`config.mk`:
```
export PLATFORM = sky130hd
export DESIGN_NAME = cst_entry_match
export DESIGN_NICKNAME = d
export VERILOG_FILES = /design/src/cst_pkg.sv /design/src/cst_entry_match.sv
export SDC_FILE = /design/constraint.sdc
export NUM_CORES = 1
export LEC_CHECK = 0
export BUFFER_PORTS_ARGS = -buffer_cell sky130_fd_sc_hd__buf_2
export CORE_AREA = 2 2 106 108
export DETAILED_ROUTE_END_ITERATION = 8
export DIE_AREA = 0 0 108 110
export GPL_ROUTABILITY_DRIVEN = 1
export GPL_TIMING_DRIVEN = 1
export SLEW_MARGIN = 20
export SYNTH_ARGS = -nofsm -noshare
export SYNTH_HDL_FRONTEND = slang
export SYNTH_SLANG_ARGS = --single-unit
```
`constraint.sdc`:
```
create_clock -name vclk -period 4.3
set_input_delay 0 -clock vclk [all_inputs]
set_output_delay 0 -clock vclk [all_outputs]
set_load 0.02 [all_outputs]
```
`src/cst_pkg.sv`:
```
`default_nettype none
package cst_pkg;

   localparam logic [1:0] OP_OPEN  = 2'd0;
   localparam logic [1:0] OP_CLOSE = 2'd1;
   localparam logic [1:0] OP_DATA  = 2'd2;
   localparam logic [1:0] OP_TICK  = 2'd3;

   localparam logic [1:0] ST_OK      = 2'd0;
   localparam logic [1:0] ST_UNKNOWN = 2'd1;
   localparam logic [1:0] ST_FULL    = 2'd2;
   localparam logic [1:0] ST_SHORT   = 2'd3;

   localparam logic [1:0] ECHO_NONE = 2'd0;

   localparam logic [15:0] COOKIE_LAST = 16'd65534;

   typedef struct packed {
      logic [15:0] cookie;
      logic        mode;
      logic [31:0] last_time;
      logic [63:0] max_sequence;
      logic [31:0] received;
      logic [31:0] misordered;
      logic [31:0] unexpected;
   } entry_type;

   typedef struct packed {
      logic hit;
      logic expired;
   } match_type;

   function automatic logic [15:0] cookie_next(input logic [15:0] c);
      logic [15:0] r;
      r = (c == COOKIE_LAST) ? 16'd0 : c + 16'd1;
      return r;
   endfunction

endpackage
`default_nettype wire

```
`src/cst_entry_match.sv`:
```
`default_nettype none
module cst_entry_match (
   input  wire logic               entry_valid,
   input  wire cst_pkg::entry_type entry,
   input  wire logic [15:0]        key,
   input  wire logic [31:0]        now_seconds,
   input  wire logic [15:0]        timeout,
   output cst_pkg::match_type      result
);
   logic [32:0] idle;

   // Idle time is a signed 33-bit difference, so a stored time ahead of now never ages.
   assign idle = {1'b0, now_seconds} - {1'b0, entry.last_time};

   assign result.hit     = entry_valid && (entry.cookie == key);
   assign result.expired = entry_valid && ($signed(idle) > $signed({17'd0, timeout}));
endmodule
`default_nettype wire
```
======== Yosys cells after proc, flatten, opt, wreduce, memory -nomap -nowiden ========
Index checks and enable logic that the tools add are counted.
storage, ports and cells
  register bits ........................... 0
  input bits .............................. 274
  output and inout bits ................... 2
  logic and storage cells ................. 5
operators by class
  add/sub/neg operators ................... 1
  order comparisons ....................... 1
  eq/ne operators ......................... 1
  reductions and logical operators ........ 2
operators by type and width
  cell                                                        count
  33-bit by 17-bit greater-than comparator with 1-bit output  1
  32-bit by 32-bit subtractor with 33-bit output              1
  16-bit equality test                                        1
  1-bit logical AND                                           2

======== Longest topological paths before layout ========
  depth in word-level cells ............... 3
  mapped depth ............................ 20
  gate-level depth less buffers ........... 20

======== Worst setup path before layout ========
No wires, ideal clock.
  path kind ............................... input port to output port
  start ................................... in entry[162] in the netlist's numbering
  end ..................................... out result[0] in the netlist's numbering
  data arrival time ....................... 3.911 ns
  required time ........................... 4.300 ns
  path slack .............................. 0.389 ns
  stages .................................. 18
  path buffers ............................ 0
  cells stage by stage .................... inv_1 ha_1 nor2b_1 o31a_1 or4b_1 a221o_1 a21oi_1 xnor2_1 ha_1 nand4_1 nor4_1 a21oi_1 a21boi_0 a2111oi_0 nand4bb_1 nor4_1 and4_1 a41oi_1
RTL lines
  item             line                  source
  start, declared  cst_entry_match.sv:4  input wire cst_pkg::entry_type entry,
  end, declared    cst_entry_match.sv:8  output cst_pkg::match_type result

==> impl_metrics.py <==
metrics = {
    "worst_setup_path": {
        "worst_setup_path_end_kind": "output pin",
        "crit_path_start_kind": "primary input",
        "worstPathRequired_ns": 4.30,
        "worst-endpoint-arrival_ns": 4.06,
        "critical_path.max_fanout": 3,
        "cp-endpoint": "result[0]",
        "timing.critical_path.from": "now_seconds[0]",
        "timing_worst_setup_path_type": "in2out",
    },
    "logic_synthesis": {
        "synth_area_sq_um": 2590,
        "register_area_share_after_synthesis": 0,
        "yosys_warnings": 0,
        "synth.area.top_cells": "ha_1 23%, xnor2_1 8.8%, inv_1 8.7%",
        "synthesis.nets": 711,
        "post_synth.cell_area_avg_sq_um": 6.675,
        "yosysTopAreaCell": "ha_1",
        "syn_inst": 388,
        "synth_cell_types": 52,
        "netlist.area_leader.share": 0.2319,
        "synthTopCellsByCount": "60 x inv_1, 48 x ha_1, 42 x a21oi_1",
        "post-synth-top-count-cell": "inv_1",
    },
    "outcome": {
        "run_status": "finished, final reports clean",
    },
    "sta": {
        "final_period_minus_worst_setup_slack_ns": 4.063,
        "rsz0062_at_grt": "yes",
        "tightestPinTransition_ns": 0.6436,
        "slew-limit-headroom": 0.5653,
        "slew_violations": 0,
        "post-route-period-util": 0.9450,
        "timing.hold.ws_ns": 0.3571,
        "setup_violations": 0,
        "final_hold_viol_count": 0,
        "maxClockFrequency_ghz": 0.2461,
    },
    "global_routing": {
        "grt_use_total": 0.1410,
        "grt_pass1_vias": 3016,
        "antenna_found_initial": 0,
        "grt_remaining_overflow": 0,
        "pin_count_of_the_biggest_net_entering_global_routing": 11,
        "first_pass_grt_wire_length_mm": 13.94,
    },
    "floorplanning": {
        "die_width_microns": 108,
        "placement_rows": 38,
        "dieArea_sq_um": 11880,
        "core-area_sq_um": 10700,
        "pin_count": 276,
        "dieHeight_microns": 110,
        "initial_utilization": 0.2421,
    },
    "placed_design": {
        "dpl.hpwl_mm": 8.016,
        "port_bufs": 115,
        "gp_routability_congestion": 0.8424,
        "postPlaceCellArea_sq_um": 3491,
    },
    "routing": {
        "antenna_violating_nets_post_route": 0,
        "drc": 0,
        "detail_route.wirelength_mm": 9.002,
        "detail_route.vias_per_cell": 4.897,
        "drtPass1Iterations": 4,
        "dr_total_vias": 3227,
        "wl_per_cell_microns": 13.66,
        "drtIter0Drc": 152,
    },
    "finish": {
        "final.fill_count": 1208,
        "final_area_sq_um": 3528,
        "seqCellArea_sq_um": 0,
        "multi_input_area_sq_um": 2357,
        "layout.clock_buffers": 0,
        "layout-drive-gt1-share": 0.2948,
        "nFlopsAndLatches": 0,
        "final_nets": 844,
        "areaGrowthSynthToFinish_pct": 36.23,
        "antenna_cells": 0,
    },
    "power_and_ir_drop": {
        "power_per_cell_area_nw_per_um2": 146.3,
        "leakagePower_uw": 0.001853,
        "fin_total_pwr_uw": 516.1,
        "worst_ir_drop_vdd_mv": 0.04354,
    },
    "flow_run": {
        "max_cap_violations": 0,
    },
    "worst_hold_path": {
        "min-delay-path-class": "in2out",
    },
}
## kinds of logic after synthesis
group | synth area share
compound gates | 0.3440
simple gates | 0.1860
buf+inv | 0.1014
fa+ha+maj | 0.2396
xor+xnor | 0.1251
mux | 0.003865
## critical path, stage by stage
cell	delay, ns
buf_2	0.10
inv_1	0.04
ha_2	0.20
fa_2	0.23
nor2b_2	0.05
o31a_1	0.28
or4b_1	0.49
a221o_1	0.37
a21oi_2	0.15
xnor2_1	0.13
ha_1	0.26
nand4_1	0.13
nor2_1	0.08
a221oi_2	0.24
buf_4	0.14
a21boi_0	0.12
a2111oi_2	0.23
nand4bb_1	0.14
nor4_1	0.16
and4_1	0.23
a41oi_1	0.12
buf_2	0.18
## cell usage in the layout, fill, tap and decap left out, types with 2 or more instances in the layout
cell type  instances
a41o_1             2
a221oi_1           2
and4_1             2
a21boi_0           2
buf_4             26
nand2_1           27
o221ai_1           2
o311a_1            2
o21ai_0           21
o31ai_1            5
a41oi_1            2
xor2_1            11
nor3_1             6
nand4_1           10
xnor2_1           26
a21oi_1           41
o21bai_1           2
inv_1             60
o21a_1            11
nor2_1            24
and3b_1            2
and2_1             2
nor4_1             4
buf_2            115
a221oi_2           2
nand2b_1           5
o211ai_1          12
ha_1              47
a211oi_1           2
or2_2              2
nand3_1            7
a21o_1             7
a31oi_1            4
o31a_1             2
## report_power, final
group	switching [uW]	internal (uW)
clock	0	0
sequential	0	0
combinational	277	239
## cell type report
type | count | area share
multi-input cells | 318 | 0.6681
inverters | 60 | 0.06383
repair buffers | 141 | 0.2184
well taps | 140 | 0.04965
## worst min path at each step
stage / cells past startpoint / end / startpoint / slack (ns)
2_1_floorplan: 2 / result[1] / entry_valid / 0.13
3_3_place_gp: 4 / result[1] / entry_valid / 0.36
3_5_place_dp: 4 / result[1] / entry_valid / 0.36
4_1_cts: 4 / result[1] / entry_valid / 0.36
5_1_grt: 4 / result[1] / entry_valid / 0.38
6_report: 4 / result[1] / entry_valid / 0.36
## metal layers
| metal | share of wire | global-route usage |
|---|---|---|
| met4 | 0.011 | 0.006410 |
| met2 | 0.42 | 0.2174 |
| met5 | 0 | 0 |
| met1 | 0.51 | 0.2194 |
| met3 | 0.056 | 0.01529 |
## metrics by stage
step                setup WS [ns]  cells    util  TNS (ns)
floorplan                  0.3885    388       -         0
global placement          0.02344    658  0.3263         0
detailed placement        -0.1020    658  0.3263   -0.1020
CTS                      0.007851    658  0.3266         0
global route             -0.04693    659  0.3298  -0.04693
finish                     0.2367    659  0.3298         0
## what timing repair did
item                       4_1_cts  5_1_grt
setup endpoints to repair        1        1
hold endpoints to repair         0        0
resized for setup                1        7
buffers inserted                 0        1
pin swaps                        2        6
hold buffers                     0        0
Power figures use the tool's default switching activity.
